File: config.mk
export PLATFORM = sky130hd
export DESIGN_NAME = local_dead_store_detector_top
export DESIGN_NICKNAME = d
export VERILOG_FILES = /design/src/design/ldsd_pkg.sv /design/src/design/ldsd_fifo.sv /design/src/design/ldsd_front.sv /design/src/design/ldsd_back.sv /design/src/design/local_dead_store_detector_top.sv
export SDC_FILE = /design/constraint.sdc
export NUM_CORES = 2
export LEC_CHECK = 0
export BUFFER_PORTS_ARGS = -buffer_cell sky130_fd_sc_hd__buf_4
export CAP_MARGIN = 15
export CORE_AREA = 2 2 418 379
export CTS_CLUSTER_DIAMETER = 40
export DETAILED_ROUTE_END_ITERATION = 7
export DIE_AREA = 0 0 420 381
export PLACE_DENSITY_LB_ADDON = 0.15
export SETUP_SLACK_MARGIN = 0.1
export SYNTH_ARGS = -nofsm -noshare
export SYNTH_HDL_FRONTEND = slang
export SYNTH_SLANG_ARGS = --single-unit
File: constraint.sdc
create_clock -name clk -period 13.2 [get_ports clk]
set_input_delay 2.64 -clock clk [delete_from_list [all_inputs] [get_ports clk]]
set_output_delay 2.64 -clock clk [all_outputs]
set_load 0.005 [all_outputs]
File: src/design/ldsd_pkg.sv
// Shared types and defaults for the local dead store detector.
// Holds the action codes, the queue word formats and the back-end state type.
// Has no dependencies; the front, the back and the top refer to it by scoped names.
package ldsd_pkg;

  // Default number of tracked locations in the associative table.
  localparam int TABLE_ENTRIES_DEF = 16;
  // Default depth of the queue between front and back, and of the result queue.
  localparam int QUEUE_DEPTH_DEF = 2;

  localparam int BASE_W = 32;
  localparam int OFFS_W = 32;
  localparam int TYPE_W = 8;
  localparam int TAG_W  = 16;
  localparam int CNT_W  = 16;

  typedef enum logic [1:0] {
    ACT_STORE    = 2'd0,
    ACT_VOLATILE = 2'd1,
    ACT_LOAD     = 2'd2,
    ACT_CLEAR    = 2'd3
  } act_e_t;

  // Classified event as it travels from the front to the back.
  typedef struct packed {
    logic                      is_store;
    logic                      is_erase;
    logic                      is_clear;
    logic [BASE_W-1:0]         base_id;
    logic signed [OFFS_W-1:0]  loc_offset;
    logic [TYPE_W-1:0]         type_id;
    logic [TAG_W-1:0]          store_tag;
  } op_t;

  // One result word.
  typedef struct packed {
    logic              dead_found;
    logic [TAG_W-1:0]  dead_tag;
    logic              table_full;
    logic [CNT_W-1:0]  dead_total;
  } res_t;

  typedef enum logic {
    BK_LOOKUP = 1'b0,
    BK_UPDATE = 1'b1
  } bk_state_t;

endpackage

File: src/design/ldsd_fifo.sv
// Small first-in first-out queue of generic width with show-ahead read.
// Used between the front and the back, and for finished result words.
// Depends on nothing but its parameters.
module ldsd_fifo #(
  parameter int W     = 8,
  parameter int DEPTH = 2
) (
  input  logic         clk,
  input  logic         rst_n,
  input  logic         push,
  input  logic [W-1:0] wr_data,
  output logic         full,
  input  logic         pop,
  output logic [W-1:0] rd_data,
  output logic         empty
);

  localparam int PW = (DEPTH > 1) ? $clog2(DEPTH) : 1;
  localparam int CW = $clog2(DEPTH + 1);

  logic [W-1:0]  mem_r [DEPTH];
  logic [PW-1:0] wr_ptr_r, wr_ptr_nxt;
  logic [PW-1:0] rd_ptr_r, rd_ptr_nxt;
  logic [CW-1:0] count_r, count_nxt;
  logic          do_push;
  logic          do_pop;

  assign full    = (count_r == CW'(DEPTH));
  assign empty   = (count_r == '0);
  assign do_push = push && !full;
  assign do_pop  = pop && !empty;
  assign rd_data = mem_r[rd_ptr_r];

  always_comb begin
    wr_ptr_nxt = wr_ptr_r;
    rd_ptr_nxt = rd_ptr_r;
    count_nxt  = count_r;
    if (do_push) begin
      wr_ptr_nxt = (wr_ptr_r == PW'(DEPTH - 1)) ? '0 : wr_ptr_r + 1'b1;
    end
    if (do_pop) begin
      rd_ptr_nxt = (rd_ptr_r == PW'(DEPTH - 1)) ? '0 : rd_ptr_r + 1'b1;
    end
    if (do_push && !do_pop) begin
      count_nxt = count_r + 1'b1;
    end else if (do_pop && !do_push) begin
      count_nxt = count_r - 1'b1;
    end
  end

  always_ff @(posedge clk) begin
    if (!rst_n) begin
      wr_ptr_r <= '0;
      rd_ptr_r <= '0;
      count_r  <= '0;
    end else begin
      wr_ptr_r <= wr_ptr_nxt;
      rd_ptr_r <= rd_ptr_nxt;
      count_r  <= count_nxt;
    end
  end

  always_ff @(posedge clk) begin
    if (do_push) begin
      mem_r[wr_ptr_r] <= wr_data;
    end
  end

endmodule

File: src/design/ldsd_front.sv
// Front end: accepts input words and classifies the action into an event.
// Holds one register stage that feeds the queue toward the back end.
// Depends on ldsd_pkg for the action codes and the event format.
module ldsd_front (
  input  logic               clk,
  input  logic               rst_n,
  input  logic               in_push,
  output logic               in_full,
  input  logic [1:0]         in_action,
  input  logic [31:0]        in_base_id,
  input  logic signed [31:0] in_loc_offset,
  input  logic [7:0]         in_type_id,
  input  logic [15:0]        in_store_tag,
  output logic               q_push,
  output ldsd_pkg::op_t      q_data,
  input  logic               q_full
);

  logic          valid_r, valid_nxt;
  ldsd_pkg::op_t op_r;
  ldsd_pkg::op_t op_dec;
  logic          accept;

  assign in_full = valid_r && q_full;
  assign accept  = in_push && !in_full;
  assign q_push  = valid_r;
  assign q_data  = op_r;

  always_comb begin
    op_dec             = '0;
    op_dec.base_id     = in_base_id;
    op_dec.loc_offset  = in_loc_offset;
    op_dec.type_id     = in_type_id;
    op_dec.store_tag   = in_store_tag;
    unique case (ldsd_pkg::act_e_t'(in_action))
      ldsd_pkg::ACT_STORE:    op_dec.is_store = 1'b1;
      ldsd_pkg::ACT_VOLATILE: op_dec.is_erase = 1'b1;
      ldsd_pkg::ACT_LOAD:     op_dec.is_erase = 1'b1;
      ldsd_pkg::ACT_CLEAR:    op_dec.is_clear = 1'b1;
    endcase
  end

  always_comb begin
    if (accept) begin
      valid_nxt = 1'b1;
    end else if (valid_r && !q_full) begin
      valid_nxt = 1'b0;
    end else begin
      valid_nxt = valid_r;
    end
  end

  always_ff @(posedge clk) begin
    if (!rst_n) begin
      valid_r <= 1'b0;
    end else begin
      valid_r <= valid_nxt;
    end
  end

  always_ff @(posedge clk) begin
    if (accept) begin
      op_r <= op_dec;
    end
  end

endmodule

File: src/design/ldsd_back.sv
// Back end: associative location table, dead store counter and result forming.
// A two-step sequencer first matches the key, then updates the table.
// Depends on ldsd_pkg for the event and result formats and the state type.
module ldsd_back #(
  parameter int TABLE_ENTRIES = ldsd_pkg::TABLE_ENTRIES_DEF
) (
  input  logic           clk,
  input  logic           rst_n,
  input  logic           q_empty,
  input  ldsd_pkg::op_t  q_data,
  output logic           q_pop,
  input  logic           res_full,
  output logic           res_push,
  output ldsd_pkg::res_t res_data
);

  localparam int N = TABLE_ENTRIES;

  ldsd_pkg::bk_state_t state_r, state_nxt;

  // Table entries; only the valid bits are reset.
  logic [N-1:0]                      valid_r, valid_nxt;
  logic [ldsd_pkg::BASE_W-1:0]       base_r [N];
  logic [ldsd_pkg::OFFS_W-1:0]       offs_r [N];
  logic [ldsd_pkg::TYPE_W-1:0]       type_r [N];
  logic [ldsd_pkg::TAG_W-1:0]        tag_r  [N];
  logic [ldsd_pkg::CNT_W-1:0]        count_r, count_nxt;

  // Event under work and what the lookup found.
  ldsd_pkg::op_t                     cur_r;
  logic [N-1:0]                      hit_vec_r;
  logic [ldsd_pkg::TYPE_W-1:0]       hit_type_r;
  logic [ldsd_pkg::TAG_W-1:0]        hit_tag_r;

  logic [N-1:0]                      match;
  logic [ldsd_pkg::TYPE_W-1:0]       match_type;
  logic [ldsd_pkg::TAG_W-1:0]        match_tag;
  logic                              take;
  logic                              upd;

  logic [N-1:0]                      free_vec;
  logic [N-1:0]                      first_free;
  logic [N-1:0]                      wr_vec;
  logic                              hit_any;
  logic                              tbl_full;
  logic                              same_type;
  logic                              dead;

  // Key match against every entry in parallel; at most one entry hits.
  always_comb begin
    match_type = '0;
    match_tag  = '0;
    for (int i = 0; i < N; i++) begin
      match[i] = valid_r[i] && (base_r[i] == q_data.base_id) &&
                 (offs_r[i] == q_data.loc_offset);
      if (match[i]) begin
        match_type = match_type | type_r[i];
        match_tag  = match_tag | tag_r[i];
      end
    end
  end

  // Next state.
  always_comb begin
    state_nxt = state_r;
    unique case (state_r)
      ldsd_pkg::BK_LOOKUP: begin
        if (!q_empty && !res_full) begin
          state_nxt = ldsd_pkg::BK_UPDATE;
        end
      end
      ldsd_pkg::BK_UPDATE: state_nxt = ldsd_pkg::BK_LOOKUP;
    endcase
  end

  // State outputs.
  always_comb begin
    take = 1'b0;
    upd  = 1'b0;
    unique case (state_r)
      ldsd_pkg::BK_LOOKUP: take = !q_empty && !res_full;
      ldsd_pkg::BK_UPDATE: upd  = 1'b1;
    endcase
  end

  assign q_pop    = take;
  assign res_push = upd;

  // Update step: lowest free entry is the lowest set bit of the free vector.
  always_comb begin
    free_vec   = ~valid_r;
    first_free = free_vec & (~free_vec + 1'b1);
    hit_any    = |hit_vec_r;
    tbl_full   = &valid_r;
    same_type  = (hit_type_r == cur_r.type_id);
    dead       = cur_r.is_store && hit_any && same_type;
    wr_vec     = '0;
    valid_nxt  = valid_r;
    count_nxt  = count_r;
    if (upd) begin
      if (cur_r.is_store) begin
        if (hit_any) begin
          wr_vec = hit_vec_r;
        end else if (!tbl_full) begin
          wr_vec    = first_free;
          valid_nxt = valid_r | first_free;
        end
      end else if (cur_r.is_erase) begin
        valid_nxt = valid_r & ~hit_vec_r;
      end else if (cur_r.is_clear) begin
        valid_nxt = '0;
      end
      if (dead && (count_r != '1)) begin
        count_nxt = count_r + 1'b1;
      end
    end
  end

  always_comb begin
    res_data            = '0;
    res_data.dead_found = dead;
    res_data.dead_tag   = dead ? hit_tag_r : '0;
    res_data.table_full = cur_r.is_store && !hit_any && tbl_full;
    res_data.dead_total = count_nxt;
  end

  always_ff @(posedge clk) begin
    if (!rst_n) begin
      state_r <= ldsd_pkg::BK_LOOKUP;
      valid_r <= '0;
      count_r <= '0;
    end else begin
      state_r <= state_nxt;
      valid_r <= valid_nxt;
      count_r <= count_nxt;
    end
  end

  always_ff @(posedge clk) begin
    if (take) begin
      cur_r      <= q_data;
      hit_vec_r  <= match;
      hit_type_r <= match_type;
      hit_tag_r  <= match_tag;
    end
  end

  // A hit rewrites the key with the same value, so one write vector serves both.
  always_ff @(posedge clk) begin
    for (int i = 0; i < N; i++) begin
      if (wr_vec[i]) begin
        base_r[i] <= cur_r.base_id;
        offs_r[i] <= cur_r.loc_offset;
        type_r[i] <= cur_r.type_id;
        tag_r[i]  <= cur_r.store_tag;
      end
    end
  end

endmodule

File: src/design/local_dead_store_detector_top.sv
// Top level of the local dead store detector.
// Instantiates ldsd_front, two ldsd_fifo queues and ldsd_back; uses ldsd_pkg.
//
//   channel   | direction | handshake              | fields
//   ----------+-----------+------------------------+--------------------------------------
//   in_       | input     | in_push / in_full      | action, base_id, loc_offset,
//             |           |                        | type_id, store_tag
//   out_      | output    | out_pop / out_empty    | dead_found, dead_tag, table_full,
//             |           |                        | dead_total
//
// The back end takes a word in two steps: it matches the key against all table
// entries, then updates the entry and the counter and writes the result word;
// it takes no new word until the update step is done. Reset is synchronous
// and empties the table and the queues. Stalls on the result side back up
// through the queues to in_full; the front keeps taking words while the
// queues have room.
//
// Every input word gives exactly one result word, in order. The front decodes
// the action and registers the word; a short queue decouples it from the back
// end. The back end holds the associative table of tracked locations. A simple
// store that hits an entry of the same type reports the old tag as dead and
// bumps a saturating count; a store that misses claims the lowest free entry,
// or is flagged as untracked when none is free. Loads and volatile stores drop
// their entry, and a clear drops all of them. The back end only starts a word
// when the result queue has room, so its result never needs to wait.
module local_dead_store_detector_top #(
  parameter int TABLE_ENTRIES = ldsd_pkg::TABLE_ENTRIES_DEF,
  parameter int QUEUE_DEPTH   = ldsd_pkg::QUEUE_DEPTH_DEF
) (
  input  logic               clk,
  input  logic               rst_n,
  input  logic               in_push,
  output logic               in_full,
  input  logic [1:0]         in_action,
  input  logic [31:0]        in_base_id,
  input  logic signed [31:0] in_loc_offset,
  input  logic [7:0]         in_type_id,
  input  logic [15:0]        in_store_tag,
  output logic               out_empty,
  input  logic               out_pop,
  output logic               out_dead_found,
  output logic [15:0]        out_dead_tag,
  output logic               out_table_full,
  output logic [15:0]        out_dead_total
);

  localparam int OP_W  = $bits(ldsd_pkg::op_t);
  localparam int RES_W = $bits(ldsd_pkg::res_t);

  // Front to queue.
  logic           fq_push;
  ldsd_pkg::op_t  fq_data;
  logic           fq_full;
  // Queue to back.
  logic           bq_empty;
  logic           bq_pop;
  logic [OP_W-1:0] bq_bits;
  // Back to result queue.
  logic           rq_push;
  ldsd_pkg::res_t rq_data;
  logic           rq_full;
  logic [RES_W-1:0] rq_bits;
  ldsd_pkg::res_t out_word;

  ldsd_front u_front (
    .clk            (clk),
    .rst_n          (rst_n),
    .in_push        (in_push),
    .in_full        (in_full),
    .in_action      (in_action),
    .in_base_id     (in_base_id),
    .in_loc_offset  (in_loc_offset),
    .in_type_id     (in_type_id),
    .in_store_tag   (in_store_tag),
    .q_push         (fq_push),
    .q_data         (fq_data),
    .q_full         (fq_full)
  );

  ldsd_fifo #(
    .W     (OP_W),
    .DEPTH (QUEUE_DEPTH)
  ) u_op_queue (
    .clk     (clk),
    .rst_n   (rst_n),
    .push    (fq_push),
    .wr_data (fq_data),
    .full    (fq_full),
    .pop     (bq_pop),
    .rd_data (bq_bits),
    .empty   (bq_empty)
  );

  ldsd_back #(
    .TABLE_ENTRIES (TABLE_ENTRIES)
  ) u_back (
    .clk      (clk),
    .rst_n    (rst_n),
    .q_empty  (bq_empty),
    .q_data   (ldsd_pkg::op_t'(bq_bits)),
    .q_pop    (bq_pop),
    .res_full (rq_full),
    .res_push (rq_push),
    .res_data (rq_data)
  );

  ldsd_fifo #(
    .W     (RES_W),
    .DEPTH (QUEUE_DEPTH)
  ) u_res_queue (
    .clk     (clk),
    .rst_n   (rst_n),
    .push    (rq_push),
    .wr_data (rq_data),
    .full    (rq_full),
    .pop     (out_pop),
    .rd_data (rq_bits),
    .empty   (out_empty)
  );

  // The oldest result word sits on the out_ ports while the queue is not empty.
  assign out_word       = ldsd_pkg::res_t'(rq_bits);
  assign out_dead_found = out_word.dead_found;
  assign out_dead_tag   = out_word.dead_tag;
  assign out_table_full = out_word.table_full;
  assign out_dead_total = out_word.dead_total;

endmodule
==> flow_results.xml <==
<?xml version="1.0" encoding="UTF-8"?>
<metrics>
  <group name="status">
    <metric name="outcome" unit="">finished with violations</metric>
    <metric name="failed_checks" unit="">DRC</metric>
  </group>
  <group name="routing">
    <metric name="detailroute.via_count" unit="">48200</metric>
    <metric name="wire_per_inst" unit="um">36.4</metric>
    <metric name="vias_per_cell" unit="">6.49</metric>
    <metric name="remaining_drc_errors" unit="">3</metric>
    <metric name="detail_route.wirelength" unit="mm">270</metric>
    <metric name="antenna_left" unit="">0</metric>
    <metric name="number_of_optimization_iterations_in_the_first_detailed_route_pass" unit="">8</metric>
    <metric name="initialDrtViolationCount" unit="">9667</metric>
  </group>
  <group name="global_routing">
    <metric name="global_route.peak_usage_layer" unit="">met1</metric>
    <metric name="grt_first_pass_wirelength" unit="mm">366</metric>
    <metric name="use_met2" unit="">0.479</metric>
    <metric name="met1_usage" unit="">0.490</metric>
    <metric name="grt_pass1_vias" unit="">45000</metric>
    <metric name="grt_start_max_net_pins" unit="">65</metric>
    <metric name="grt.met3_usage" unit="">0.0976</metric>
    <metric name="grt_antenna_before_repair" unit="">34</metric>
    <metric name="grt.total_usage" unit="">0.336</metric>
    <metric name="gr-total-overflow" unit="">0</metric>
  </group>
  <group name="yosys">
    <metric name="synthesis.instances" unit="">4759</metric>
    <metric name="synth.most_common_cell" unit="">edfxtp_1</metric>
    <metric name="synth_top_area_cell" unit="">edfxtp_1</metric>
    <metric name="synth_area_per_cell" unit="um^2">16.3</metric>
    <metric name="synth.top_cells.by_count" unit="">1880 x edfxtp_1, 745 x xnor2_1, 423 x nand4_1</metric>
    <metric name="synth_edf_count" unit="">1880</metric>
    <metric name="netlist_top_cells_area" unit="">edfxtp_1 73%, xnor2_1 8.4%, nand4_1 3.4%, nor4_1 1.4%, xor2_1 1.4%</metric>
    <metric name="synthesis.area" unit="um^2">77400</metric>
    <metric name="synth_nets" unit="">4858</metric>
    <metric name="ys_dominant_reg_cell" unit="">edfxtp_1</metric>
    <metric name="synth_top_area_frac" unit="">0.729</metric>
    <metric name="synth-seq-area-share" unit="">0.740</metric>
    <metric name="postSynth.asyncResetShare" unit="">0</metric>
    <metric name="ys_warn_count" unit="">0</metric>
    <metric name="synth.ff_latch_count" unit="">1924</metric>
    <metric name="synthDistinctLibCells" unit="">58</metric>
  </group>
  <group name="placement">
    <metric name="port_buffers" unit="">129</metric>
    <metric name="place_hpwl" unit="mm">151</metric>
    <metric name="globalplace.congestion" unit="">0.915</metric>
  </group>
  <group name="timing">
    <metric name="finalSetupViolations" unit="">0</metric>
    <metric name="normalized_max_slew_margin" unit="">0.135</metric>
    <metric name="fin_crit" unit="ns">5.78</metric>
    <metric name="final.period_utilization" unit="">0.438</metric>
    <metric name="finalHoldViolations" unit="">0</metric>
    <metric name="tightest_slew" unit="ns">1.30</metric>
    <metric name="setup_repair_after_global_routing_missed_its_margin" unit="">no</metric>
    <metric name="fin_setup_tns" unit="ns">0</metric>
    <metric name="finalClockSkew" unit="ns">0.0635</metric>
    <metric name="clock.fmax" unit="MHz">173</metric>
    <metric name="report.final.slew_viol_count" unit="">0</metric>
  </group>
  <group name="die">
    <metric name="fp-row-count" unit="">138</metric>
    <metric name="dieArea" unit="um^2">160000</metric>
    <metric name="starting_density_of_the_core" unit="">0.497</metric>
    <metric name="design.core.area" unit="um^2">156000</metric>
    <metric name="ioPinCount" unit="">130</metric>
    <metric name="die_x" unit="um">420</metric>
    <metric name="die_height" unit="um">381</metric>
  </group>
  <group name="clocking">
    <metric name="cts-htree-levels" unit="">4</metric>
    <metric name="clk_transition_reported_paths" unit="ns">0.06</metric>
    <metric name="clockBufferDepth" unit="">3</metric>
    <metric name="cts_root_buffer" unit="">clkbuf_16</metric>
    <metric name="post-cts-setup-buffer-count" unit="">0</metric>
    <metric name="cts-resized-gates" unit="">0</metric>
    <metric name="holdBufCountCts" unit="">0</metric>
    <metric name="cts_tree" unit="">built</metric>
    <metric name="clk-insertion-delay-late" unit="ns">0.86</metric>
    <metric name="cts.sink_count" unit="">1924</metric>
    <metric name="cts_made_buffers" unit="">238</metric>
  </group>
  <group name="power">
    <metric name="peakVddDrop" unit="uV">163</metric>
    <metric name="p_total" unit="W">0.0204</metric>
    <metric name="cellLeakagePower" unit="nW">28.7</metric>
    <metric name="power-per-cell-area" unit="nW/um^2">226</metric>
  </group>
  <group name="critical_path">
    <metric name="worstSetupPathType" unit="">flop to flop</metric>
    <metric name="cp-start-kind" unit="">flop</metric>
    <metric name="max_fanout_on_critical_path" unit="">47</metric>
    <metric name="worst-endpoint-required" unit="ns">13.93</metric>
    <metric name="arrival" unit="ns">6.51</metric>
    <metric name="worst_setup_path_end_kind" unit="">flop</metric>
  </group>
  <group name="layout">
    <metric name="nets" unit="">5206</metric>
    <metric name="combined_flip_flop_and_latch_cell_area" unit="um^2">57300</metric>
    <metric name="drive_above_1_share" unit="">0.175</metric>
    <metric name="area_growth" unit="%">16.8</metric>
    <metric name="multi_input_area" unit="um^2">19200</metric>
    <metric name="final.fill_count" unit="">11900</metric>
  </group>
  <group name="job">
    <metric name="cap_violations" unit="">0</metric>
  </group>
  <group name="min_path">
    <metric name="timing.hold.worst.class" unit="">flop to flop</metric>
  </group>
</metrics>
metal layers:
layer,wire length (um),vias up,share of wire
met4,10300,4,0.038
met1,103000,24200,0.38
met5,63,-,0.00023
li1,-,19100,-
met2,115000,4259,0.43
met3,42300,675,0.16
registers in the layout (all words and copies together), names as in the netlist, 2 cells and up, named ones only:
register             count
u_back.base_r          512
u_back.offs_r          512
u_back.valid_r          16
u_front.q_data          91
u_back.hit_tag_r        16
u_back.tag_r           256
u_res_queue.mem_r       68
u_res_queue.count_r      2
u_back.hit_type_r        8
u_back.count_r          16
u_op_queue.count_r       2
u_back.type_r          128
u_back.hit_vec_r        16
u_back.cur_r            91
u_op_queue.mem_r       182
worst paths after layout:
| path | slack [ns] | to | cells past startpoint | startpoint |
|---|---|---|---|---|
| min reg2reg | 0.44 | u_op_queue.mem_r[0][39] | 0 | u_front.q_data[39] |
| max reg2reg | 7.42 | u_back.hit_type_r[4] | 12 | flop |
| min | 0.44 | u_op_queue.mem_r[0][39] | 0 | u_front.q_data[39] |
| max | 7.42 | u_back.hit_type_r[4] | 12 | flop |
through the flow:
step                      utilization  hold WS, ns  area [um^2]  cells  setup slack (ns)
final                           0.580        0.441        90500   7435              7.42
after global routing            0.580        0.448        90400   7421              7.22
after CTS                       0.580        0.440        90400   7417              7.58
after detailed placement        0.526        0.430        82100   6965              7.62
after global placement          0.526        0.422        82000   6962              7.60
after floorplan                     -        0.421        77400   4759              5.74
kinds of logic (layout without fill, tap and decap cells):
logic type | Yosys count | after routing | synth area share
buffers and inverters | 312 | 872 | 0.0217
DFF | 1924 | 1924 | 0.740
adders and majority gates | 5 | 5 | 0.000808
AOI/OAI and AO/OA | 251 | 251 | 0.0221
muxes | 127 | 127 | 0.0227
other | 0 | 16 | 0
xor gates and xnor gates | 866 | 866 | 0.0979
and+or+nand+nor | 1274 | 1274 | 0.0943
worst max-delay path, cell delays in order (launching register included):
cell	delay, ns
dfxtp_4	0.58
buf_4	0.59
buf_12	0.57
mux2i_4	0.33
buf_4	0.67
xnor2_1	0.14
nor4_1	0.51
nand4_1	0.62
nor4_4	0.31
buf_4	0.50
nand4_1	0.19
nand4_1	0.18
or4_1	0.13
placed cells by master, fill, tap and decap left out, types with 26 or more instances in the layout:
cell type	netlist	final
and3_1	39	36
clkbuf_1	71	33
and2_1	47	46
clkinvlp_4	0	27
nand4_1	423	423
clkbuf_16	0	245
nor2_1	103	88
o22ai_1	50	50
nor4_1	176	175
inv_1	77	77
a21oi_1	58	57
bufinv_16	0	34
o21ai_0	26	26
or4_1	26	26
nand3_1	106	106
mux2i_4	27	64
buf_4	61	337
nor3_1	104	100
xor2_1	121	121
clkinv_1	0	30
dfxtp_1	44	42
mux2_2	62	62
edfxtp_1	1880	1880
xnor2_1	745	745
nand2_1	183	183
layout make-up:
| type | instances | area share |
|---|---|---|
| Timing Repair Buffer | 343 | 0.0294 |
| Clock inverter | 174 | 0.0229 |
| Multi-Input combinational cell | 2523 | 0.212 |
| Sequential cell | 1924 | 0.634 |
| Clock buffer | 278 | 0.0691 |
| Antenna cell | 16 | 0.000443 |
| Tap cell | 2100 | 0.0290 |
| Inverter | 77 | 0.00319 |
power by group:
group / internal (W) / total (W) / switching [W]
combinational: 0.00136 / 0.00491 / 0.00355
sequential: 0.00808 / 0.00871 / 0.000629
clock: 0.00410 / 0.00679 / 0.00269
No activity file was read; power rests on OpenSTA's default activity.
